## src/hdl/sv39w_pkg.sv

```systemverilog
// shared types and constants for the sv39 page table walker
`timescale 1ns / 1ps

package sv39w_pkg;

  localparam int TABLE_PAGES_DEF  = 16;
  localparam int ENTRIES_PER_PAGE = 512;
  localparam int LEVELS           = 3;
  localparam int SLOT_W           = 9;
  localparam int PPN_W            = 44;
  localparam int PA_W             = 56;
  localparam int VPN_W            = LEVELS * SLOT_W;
  localparam int CFG_ADDR_W       = 4;
  localparam int CFG_DATA_W       = 64;

  localparam logic [1:0] TOP_LEVEL = 2'(LEVELS - 1);

  typedef enum logic [2:0] {
    STAT_OK        = 3'd0,
    STAT_TOO_LARGE = 3'd1,
    STAT_INVALID   = 3'd2,
    STAT_NOT_USER  = 3'd3,
    STAT_OUTSIDE   = 3'd4
  } status_t;

  typedef enum logic [1:0] {
    WS_IDLE,
    WS_WALK,
    WS_HOLD
  } walk_state_t;

  typedef enum logic {
    KIND_WRITE     = 1'b0,
    KIND_TRANSLATE = 1'b1
  } kind_t;

  typedef enum logic {
    REG_ROOT   = 1'b0,
    REG_WINDOW = 1'b1
  } cfg_reg_t;

  typedef struct packed {
    status_t           status;
    logic [PA_W-1:0]   pa;
    logic [1:0]        level;
  } res_t;

endpackage

```

## src/hdl/sv39w_walk.sv

```systemverilog
// walk sequencer: request decode, level walk over table memory, result register
`timescale 1ns / 1ps

module sv39w_walk import sv39w_pkg::*; #(
  parameter int TABLE_PAGES = TABLE_PAGES_DEF,
  parameter int ADDR_W      = $clog2(TABLE_PAGES * ENTRIES_PER_PAGE)
) (
  input  logic              clk,
  input  logic              rst_n,
  input  logic [PPN_W-1:0]  root_page,
  input  logic [PPN_W-1:0]  base_page,
  input  logic              in_valid,
  output logic              in_stall,
  input  logic              in_kind,
  input  logic [12:0]       in_word_index,
  input  logic [63:0]       in_entry_value,
  input  logic [63:0]       in_virtual_address,
  output logic              out_valid,
  input  logic              out_stall,
  output logic [2:0]        out_status,
  output logic [PA_W-1:0]   out_phys_addr,
  output logic [1:0]        out_fault_level,
  output logic              mem_wr_en,
  output logic [ADDR_W-1:0] mem_wr_addr,
  output logic [63:0]       mem_wr_data,
  output logic              mem_rd_en,
  output logic [ADDR_W-1:0] mem_rd_addr,
  input  logic [63:0]       mem_rd_data
);

  localparam int MEM_WORDS = TABLE_PAGES * ENTRIES_PER_PAGE;

  walk_state_t       state_r, state_nxt;
  logic [1:0]        level_r, level_nxt;
  logic [VPN_W-1:0]  vpn_r, vpn_nxt;
  res_t              held_r;
  res_t              out_r;
  logic              out_valid_r;

  logic              accept;
  logic              out_free;
  logic              fin;
  res_t              fin_res;
  logic [PPN_W-1:0]  chk_page;
  logic [PPN_W:0]    chk_diff;
  logic              chk_outside;
  logic [1:0]        next_level;
  logic [SLOT_W-1:0] slot;
  logic [31:0]       wr_index;
  logic [PPN_W+SLOT_W-1:0] rd_full;

  assign accept   = in_valid && !in_stall;
  assign in_stall = (state_r != WS_IDLE);
  assign out_free = !out_valid_r || !out_stall;

  // table page check against the memory window
  assign chk_page    = (state_r == WS_IDLE) ? root_page : mem_rd_data[53:10];
  assign chk_diff    = {1'b0, chk_page} - {1'b0, base_page};
  assign chk_outside = chk_diff[PPN_W] ||
                       (chk_diff[PPN_W-1:0] >= PPN_W'(TABLE_PAGES));

  assign next_level = (state_r == WS_IDLE) ? TOP_LEVEL : level_r - 2'd1;
  assign vpn_nxt    = (state_r == WS_IDLE) ? in_virtual_address[38:12] : vpn_r;

  always_comb begin
    unique case (next_level)
      2'd2:    slot = vpn_nxt[26:18];
      2'd1:    slot = vpn_nxt[17:9];
      default: slot = vpn_nxt[8:0];
    endcase
  end

  assign rd_full     = {chk_diff[PPN_W-1:0], slot};
  assign mem_rd_addr = rd_full[ADDR_W-1:0];

  assign wr_index    = 32'(in_word_index);
  assign mem_wr_addr = wr_index[ADDR_W-1:0];
  assign mem_wr_data = in_entry_value;

  // request outcome for this cycle
  always_comb begin
    fin       = 1'b0;
    fin_res   = '{status: STAT_OK, pa: '0, level: 2'd0};
    mem_wr_en = 1'b0;
    mem_rd_en = 1'b0;
    level_nxt = level_r;
    unique case (state_r)
      WS_IDLE: begin
        if (accept) begin
          if (in_kind == KIND_WRITE) begin
            mem_wr_en = (wr_index < 32'(MEM_WORDS));
            fin       = 1'b1;
          end else if (in_virtual_address[63:38] != '0) begin
            fin            = 1'b1;
            fin_res.status = STAT_TOO_LARGE;
            fin_res.level  = TOP_LEVEL;
          end else if (chk_outside) begin
            fin            = 1'b1;
            fin_res.status = STAT_OUTSIDE;
            fin_res.level  = TOP_LEVEL;
          end else begin
            mem_rd_en = 1'b1;
            level_nxt = TOP_LEVEL;
          end
        end
      end
      WS_WALK: begin
        if (!mem_rd_data[0]) begin
          fin            = 1'b1;
          fin_res.status = STAT_INVALID;
          fin_res.level  = level_r;
        end else if (level_r == 2'd0) begin
          fin = 1'b1;
          if (!mem_rd_data[4]) begin
            fin_res.status = STAT_NOT_USER;
          end else begin
            fin_res.pa = {mem_rd_data[53:10], 12'b0};
          end
        end else if (chk_outside) begin
          fin            = 1'b1;
          fin_res.status = STAT_OUTSIDE;
          fin_res.level  = next_level;
        end else begin
          mem_rd_en = 1'b1;
          level_nxt = next_level;
        end
      end
      default: begin
      end
    endcase
  end

  // next state
  always_comb begin
    state_nxt = state_r;
    unique case (state_r)
      WS_IDLE: begin
        if (accept) begin
          if (fin) begin
            state_nxt = out_free ? WS_IDLE : WS_HOLD;
          end else begin
            state_nxt = WS_WALK;
          end
        end
      end
      WS_WALK: begin
        if (fin) begin
          state_nxt = out_free ? WS_IDLE : WS_HOLD;
        end
      end
      WS_HOLD: begin
        if (out_free) begin
          state_nxt = WS_IDLE;
        end
      end
      default: state_nxt = WS_IDLE;
    endcase
  end

  always_ff @(posedge clk) begin
    if (!rst_n) begin
      state_r     <= WS_IDLE;
      out_valid_r <= 1'b0;
    end else begin
      state_r <= state_nxt;
      if (out_free) begin
        out_valid_r <= fin || (state_r == WS_HOLD);
      end
    end
  end

  always_ff @(posedge clk) begin
    level_r <= level_nxt;
    vpn_r   <= vpn_nxt;
    if (fin) begin
      held_r <= fin_res;
    end
    if (out_free) begin
      out_r <= (state_r == WS_HOLD) ? held_r : fin_res;
    end
  end

  assign out_valid       = out_valid_r;
  assign out_status      = out_r.status;
  assign out_phys_addr   = out_r.pa;
  assign out_fault_level = out_r.level;

endmodule

```

## config.mk

```make
export PLATFORM = sky130hd
export DESIGN_NAME = sv39w_walk
export DESIGN_NICKNAME = d
export VERILOG_FILES = /design/src/hdl/sv39w_pkg.sv /design/src/hdl/sv39w_walk.sv
export SDC_FILE = /design/constraint.sdc
export NUM_CORES = 1
export LEC_CHECK = 0
export BUFFER_PORTS_ARGS = -buffer_cell sky130_fd_sc_hd__buf_2
export CAP_MARGIN = 20
export CORE_AREA = 2 2 177 179
export CTS_CLUSTER_DIAMETER = 30
export CTS_CLUSTER_SIZE = 28
export DETAILED_ROUTE_END_ITERATION = 8
export DIE_AREA = 0 0 179 181
export HOLD_SLACK_MARGIN = 0.08
export PLACE_DENSITY_LB_ADDON = 0.25
export SYNTH_ARGS = -nofsm -noshare
export SYNTH_HDL_FRONTEND = slang
export SYNTH_SLANG_ARGS = --single-unit
```

## constraint.sdc

```tcl
create_clock -name clk -period 14.53 [get_ports clk]
set_input_delay 1.453 -clock clk [delete_from_list [all_inputs] [get_ports clk]]
set_output_delay 1.453 -clock clk [all_outputs]
set_load 0.05 [all_outputs]
```

==> impl_results.md, run 1 <==
- Crit start category: register
- Worst-path fanout max: 44
- Setup-failing EPs final: 0
- Vias in the first global route: 8358
- DIE HEIGHT: 181 µm
- RD Place Congestion: 0.8944
- Post-Syn Instances: 1049
- Fillers: 3113
- Shortest period the worst path allows: 7.995 ns
- Clock buffer depth: 2
- VDD IR max: 0.07931 mV
- Hold Slack: 0.4725 ns
- Max-cap viol count: 0
- I/O Buffers: 256
- Initial detailed-routing violation count: 514
- CTS clk-pin slew, worst paths: 0.06 ns
- Residual DRC: 0
- CP required: 13.08 ns
- Switch Pwr: 0.0003979 W
- Share of power burned in registers: 0.365
- Die Area: 32400 µm²
- Wire length of the first global-routing pass: 47370 µm
- H-tree depth: 4
- DR pass1 iterations: 6
- EDFF count, synth: 100
- Flop and latch count out of synthesis: 130
- Starting Density: 0.3200
- Synth unique cells: 71
- Cts hold-fix bufs: 0
- Post-DP HPWL: 25380 µm
- Clk_skew: 0.01268 ns
- WL final: 31810 µm
- Clock Sinks: 130
- Resized cells post-CTS: 0
- Clock Latency Late Sink: 0.44 ns
- I/O pins: 453
- Initial antenna violation count: 5
- GRT overflow: 0
- Switching share of power: 0.3436
- Post-Syn Area per Cell: 9.258 µm²
- Power Density: 102.0 nW/µm²
- Worst setup EP type: primary output
- Clock share of power: 0.371
- Final ANT Viol Nets: 0
- Actual slew at the worst max-slew pin: 0.9808 ns
- Vias: 8452
- Relative slew slack: 0.3454
- Sequential area share after synthesis: 0.3710
- Final Hold Vio Count: 0
- Fraction of registers with async set/reset: 0
- GRT Util Overall: 0.1921
- Die W: 179 µm
- Ys Warns: 0
- Total design power: 0.001158 W
- FMAX: 125.1 MHz
- WL/cell: 19.66 µm
- Unrepaired setup endpoints after global routing: false
- Outcome: finished, final reports clean
- Postcts setup bufs: 0
- TNS Setup: 0 ns
- Leak: 5.371 nW
- Largest net degree at the start of global routing: 51
- Core footprint: 30350 µm²
- Layout cells sized above 1: 0.3161
- Row count: 64
- Layout area overhead: 16.89%
- WP data arrival: 6.54 ns
- Worst hold-check path type: register to register
- Comb power frac: 0.264
- Period utilization: 0.5503
- NumNets Final: 1551
- Via density per instance: 5.224
- Root buffer cell: clkbuf_16
- Fin. max-slew vios: 0
- TritonCTS clock tree: yes
- Cts bufs inserted: 17
- Synth Cell Area: 9712 µm²
- Predominant post-synthesis flop cell: edfxtp_1
- P_int: 0.0007602 W
- Crit Path Class: register to primary output
[critical path, cell delays in order (launching register included)]
cell	delay, ns
dfxtp_1	0.42
nor2_4	0.13
buf_4	0.53
mux2_2	0.44
fa_1	0.43
a21o_1	0.23
a221oi_1	0.72
o2111ai_1	0.20
a31oi_1	0.30
o221ai_1	0.16
nor4b_1	0.72
nand4_1	0.18
or4_4	0.58
or4_4	0.61
nor2b_2	0.15
buf_2	0.28
[logic make-up (layout without fill, tap and decap cells)]
| family | count (synthesis) | count (layout) | synth area share |
|---|---|---|---|
| AOI/OAI and AO/OA | 270 | 270 | 0.1822 |
| xor gates and xnor gates | 18 | 18 | 0.01623 |
| adders and majority gates | 48 | 48 | 0.06261 |
| buffers and inverters | 197 | 355 | 0.1113 |
| DFF | 130 | 130 | 0.3710 |
| muxes | 79 | 79 | 0.09083 |
| other | 1 | 16 | 0.0003861 |
| and+or+nand+nor | 306 | 306 | 0.1654 |
[layer usage]
metal  vias up  global-route usage  routed length (µm)
li1       4056                   -                   -
met1      4017              0.2238               12900
met2       280              0.3352               16000
met3        97             0.03641                1941
met4         2             0.09203                 954
met5         -                   0                  13
[cell type report]
class | instances | area (µm²) | area share
inverters | 60 | 225.2 | 0.01984
flip-flops and latches | 130 | 3603 | 0.3174
well taps | 396 | 495.5 | 0.04365
repair buffers | 263 | 1334 | 0.1175
multi-input cells | 733 | 5102 | 0.4495
clock buffers | 18 | 450.4 | 0.03968
diodes | 4 | 10.01 | 0.0008817
clock inverters | 14 | 131.4 | 0.01157
[synth_stat cells (4+ instances only)]
master,number,area [µm²]
nand2_1,72,270.3
inv_1,59,221.5
a22oi_1,9,67.56
nand3b_1,5,37.54
o21ai_0,47,235.2
nor3_1,17,85.08
nand3_1,18,90.09
mux2_2,73,822.0
nand4_1,24,150.1
nor2b_1,6,37.54
a21boi_0,4,30.03
a211o_1,4,35.03
o22ai_1,4,25.02
or2_2,6,37.54
nand2b_1,10,62.56
xnor2_1,13,113.9
clkbuf_1,44,165.2
a31oi_1,6,37.54
nor2_1,54,202.7
nor4_1,12,75.07
and2_1,47,294.0
a21oi_1,69,345.3
a21o_1,59,442.9
o21a_1,12,90.09
ha_1,47,588.1
and3_1,8,50.05
xor2_1,5,43.79
buf_4,89,668.1
dfxtp_1,30,600.6
mux2i_1,6,60.06
a211oi_1,5,37.54
or3_1,9,56.30
edfxtp_1,100,3003
o211ai_1,15,112.6
[cells in the final DEF (no fill, tap or decap), types with 15 or more instances in the layout]
master and count:
nand3_1 18, edfxtp_1 100, o211ai_1 15, nand2_1 71, nand4_1 24, and2_1 47
a21oi_1 69, mux2_2 73, buf_2 256, nor3_1 17, nor2_1 52, o21ai_0 47
dfxtp_1 30, inv_1 59, clkbuf_16 18, ha_1 47, a21o_1 59
[power by group through the flow]
stage	clock network [W]	logic (W)	registers (W)
5_1_grt	0.000454	0.000332	0.000425
3_3_place_gp	0	0.000302	0.000430
3_5_place_dp	0	0.000303	0.000431
2_1_floorplan	0	0.000240	0.000459
6_report	0.000429	0.000306	0.000423
4_1_cts	0.000439	0.000305	0.000423
[final timing paths]
check / start / end / slack (ns) / cells after the start
worst max-delay path: state_r[0] / mem_rd_en / 6.53 / 15
worst min-delay path: vpn_r[1] / vpn_r[1] / 0.47 / 1
worst max register to register: state_r[0] / held_r[49] / 7.78 / 15
worst min register to register: vpn_r[1] / vpn_r[1] / 0.47 / 1
[metrics by stage]
step / instances / instance area (µm²) / utilization / setup WS, ns
after detailed placement: 1582 / 10760 / 0.3546 / 6.647
after CTS: 1614 / 11340 / 0.3737 / 6.585
after floorplan: 1060 / 9753 / - / 7.275
after global routing: 1618 / 11350 / 0.3741 / 6.173
after global placement: 1582 / 10760 / 0.3546 / 6.673
final: 1618 / 11350 / 0.3741 / 6.535
[state kept, by name (all words and copies together) (netlist names)]
signal,flops
held_r,49
out_phys_addr,44
vpn_r,27
out_status,3
level_r,2
out_fault_level,2
state_r,2
out_valid,1
Power figures use the tool's default switching activity.
==> inputs of run 2 (changes only) <==
--- a/config.mk
+++ b/config.mk
@@ -7,11 +7,11 @@
 export LEC_CHECK = 0
 export BUFFER_PORTS_ARGS = -buffer_cell sky130_fd_sc_hd__buf_2
 export CAP_MARGIN = 20
-export CORE_AREA = 2 2 177 179
+export CORE_AREA = 2 2 178 180
 export CTS_CLUSTER_DIAMETER = 30
 export CTS_CLUSTER_SIZE = 28
 export DETAILED_ROUTE_END_ITERATION = 8
-export DIE_AREA = 0 0 179 181
+export DIE_AREA = 0 0 180 182
 export HOLD_SLACK_MARGIN = 0.08
 export PLACE_DENSITY_LB_ADDON = 0.25
 export SYNTH_ARGS = -nofsm -noshare
==> constraint.sdc (replaced) <==
create_clock -name clk -period 6.6 [get_ports clk]
set_input_delay 0.66 -clock clk [delete_from_list [all_inputs] [get_ports clk]]
set_output_delay 0.66 -clock clk [all_outputs]
set_load 0.05 [all_outputs]
==> run 2 against run 1 <==
- final cell count increased by 1.1%
- largest cell class unchanged
- critical endpoint unchanged
- die area increased by 1.1%
- count of clock-buffer cells in the layout grew 4
- critical path depth unchanged
- wire length barely moved
- critical path type unchanged
==> impl_results.md, run 2 (synthesis results as in run 1) <==
- Postcts setup bufs: 0 (unchanged)
- Share of power burned in registers: 0.359 (was 0.365)
- DIE HEIGHT: 182 µm (was 181 µm)
- Comb power frac: 0.264 (about the same)
- Fillers: 3174 (was 3113)
- TritonCTS clock tree: yes (unchanged)
- Fin. max-slew vios: 0 (unchanged)
- Worst hold-check path type: input port to register (was register to register)
- I/O Buffers: 256 (unchanged)
- Starting Density: 0.3134 (was 0.3200)
- CTS clk-pin slew, worst paths: 0.06 ns (about the same)
- Met1 Use GR: 0.2135 (was 0.2238)
- CP required: 5.94 ns (was 13.08 ns)
- GRT Util Overall: 0.1879 (was 0.1921)
- Met2 Use GR: 0.3341 (was 0.3352)
- Post-DP HPWL: 25640 µm (was 25380 µm)
- Core footprint: 30990 µm² (was 30350 µm²)
- Period utilization: 0.9584
- Power Density: 225.2 nW/µm² (was 102.0 nW/µm²)
- Cts bufs inserted: 17 (unchanged)
- Switching share of power: 0.3267 (was 0.3436)
- Clock Latency Late Sink: 0.43 ns (was 0.44 ns)
- Layout cells sized above 1: 0.3236 (was 0.3161)
- Highest-count cells in the layout ignoring fill and taps: 255 x buf_2, 100 x edfxtp_1, 73 x mux2_2, 71 x nand2_1, 69 x a21oi_1 (was 256 x buf_2, 100 x edfxtp_1, 73 x mux2_2, 71 x nand2_1, 69 x a21oi_1)
- Resized cells post-CTS: 0 (unchanged)
- Setup-failing EPs final: 0 (unchanged)
- Row count: 65 (was 64)
- Fin cells: 1635 (was 1618)
- Actual slew at the worst max-slew pin: 0.8874 ns (was 0.9808 ns)
- Final ANT Viol Nets: 0 (unchanged)
- Met3 usage: 0.03951 (was 0.03641)
- TNS Setup: 0 ns (unchanged)
- Unrepaired setup endpoints after global routing: false (unchanged)
- Crit start category: register (unchanged)
- P_int: 0.001748 W (was 0.0007602 W)
- Leak: 5.454 nW (was 5.371 nW)
- Largest net degree at the start of global routing: 45 (was 51)
- Layer with the highest usage: met2 (unchanged)
- Max-cap viol count: 0 (unchanged)
- WL/cell: 19.45 µm (was 19.66 µm)
- Clk_skew: 0.008297 ns (was 0.01268 ns)
- VDD IR max: 0.1762 mV (was 0.07931 mV)
- DP Area: 10850 µm² (was 10760 µm²)
- Placed insts: 1597 (was 1582)
- Vias: 8446 (was 8452)
- DR pass1 iterations: 5 (was 6)
- WL final: 31800 µm (was 31810 µm)
- Clock buffer depth: 2 (unchanged)
- Die Area: 32760 µm² (was 32400 µm²)
- Clock share of power: 0.378 (was 0.371)
- Initial antenna violation count: 6 (was 5)
- NumNets Final: 1560 (was 1551)
- Cts hold-fix bufs: 0 (unchanged)
- Worst setup EP type: primary output (unchanged)
- Outcome: finished, final reports clean (unchanged)
- Layout area overhead: 18.66% (was 16.89%)
- Vias in the first global route: 8316 (was 8358)
- Fin area: 11520 µm² (was 11350 µm²)
- Final Hold Vio Count: 0 (unchanged)
- Crit Path Class: register to primary output (unchanged)
- Worst-path fanout max: 22 (was 44)
- Relative slew slack: 0.4084 (was 0.3454)
- Shortest period the worst path allows: 6.326 ns
- Root buffer cell: clkbuf_16 (unchanged)
- RD Place Congestion: 0.9197 (was 0.8944)
- Die W: 180 µm (was 179 µm)
- GRT overflow: 0 (unchanged)
- I/O pins: 453 (unchanged)
- Switch Pwr: 0.0008479 W (was 0.0003979 W)
- Max reg flops: 49 (unchanged)
- Largest reg by FF count: held_r (unchanged)
- H-tree depth: 4 (unchanged)
- Clock Sinks: 130 (unchanged)
- Fin util: 0.3719 (was 0.3741)
- Hold Slack: 0.4649 ns (was 0.4725 ns)
- Initial detailed-routing violation count: 509 (was 514)
- WP data arrival: 5.67 ns (was 6.54 ns)
- Commonest non-fill, non-tap cell in the layout: buf_2 (unchanged)
- Residual DRC: 0 (unchanged)
- FMAX: 158.1 MHz
- Wire length of the first global-routing pass: 47330 µm (was 47370 µm)
- Via density per instance: 5.166 (was 5.224)
## run 2: per-layer routing
| layer | routed length (µm) | up-vias |
|---|---|---|
| li1 | - | 4080 |
| met1 | 12580 | 3979 |
| met2 | 16160 | 284 |
| met3 | 1803 | 103 |
| met4 | 1248 | 0 |
| met5 | 0 | - |
## run 2: worst paths after layout
kind | start | to | slack (ns) | cells after the start
worst min-delay path | rst_n | state_r[0] | 0.46 | 2
worst max-delay path | state_r[0] | mem_rd_en | 0.27 | 15
worst min register to register | vpn_r[10] | vpn_r[10] | 0.46 | 1
worst max register to register | state_r[0] | held_r[50] | 0.83 | 15
## run 2: through the flow
| stage | total power (W) | worst slack (ns) |
|---|---|---|
| after global placement | 0.001622 | 0.5601 |
| after global routing | 0.002714 | 0.02452 |
| after detailed placement | 0.001625 | 0.4951 |
| after floorplan | 0.001539 | 0.1375 |
| after CTS | 0.002612 | 0.01560 |
| final | 0.002595 | 0.2743 |
## run 2: area by class of cell
cell class	count	area (µm²)	area share
inverters	60	225.2	0.01954
clock inverters	10	77.57	0.006732
multi-input cells	733	5126	0.4448
diodes	6	15.01	0.001303
well taps	402	503.0	0.04365
flip-flops and latches	130	3605	0.3128
repair buffers	272	1433	0.1243
clock buffers	22	539.3	0.04680
## run 2: power groups by stage
stage	Clock, W	Combinational, W	Sequential (W)
floorplan	0	0.000529	0.00101
CTS	0.00100	0.000679	0.000932
detailed placement	0	0.000676	0.000949
global route	0.00104	0.000742	0.000935
finish	0.000980	0.000684	0.000931
global placement	0	0.000674	0.000947
## run 2: worst max-delay path: stages, from the launching register on
cell and delay [ns]:
dfxtp_2 0.37, nor2_4 0.18, buf_12 0.19, mux2_2 0.38, fa_1 0.43, a21o_1 0.25, a221o_1 0.39, a211o_1 0.31
a31o_1 0.24, or3_1 0.34, a211o_1 0.31, a2111o_1 0.40, or4_4 0.45, or4_4 0.61, nor2b_2 0.14, buf_4 0.21
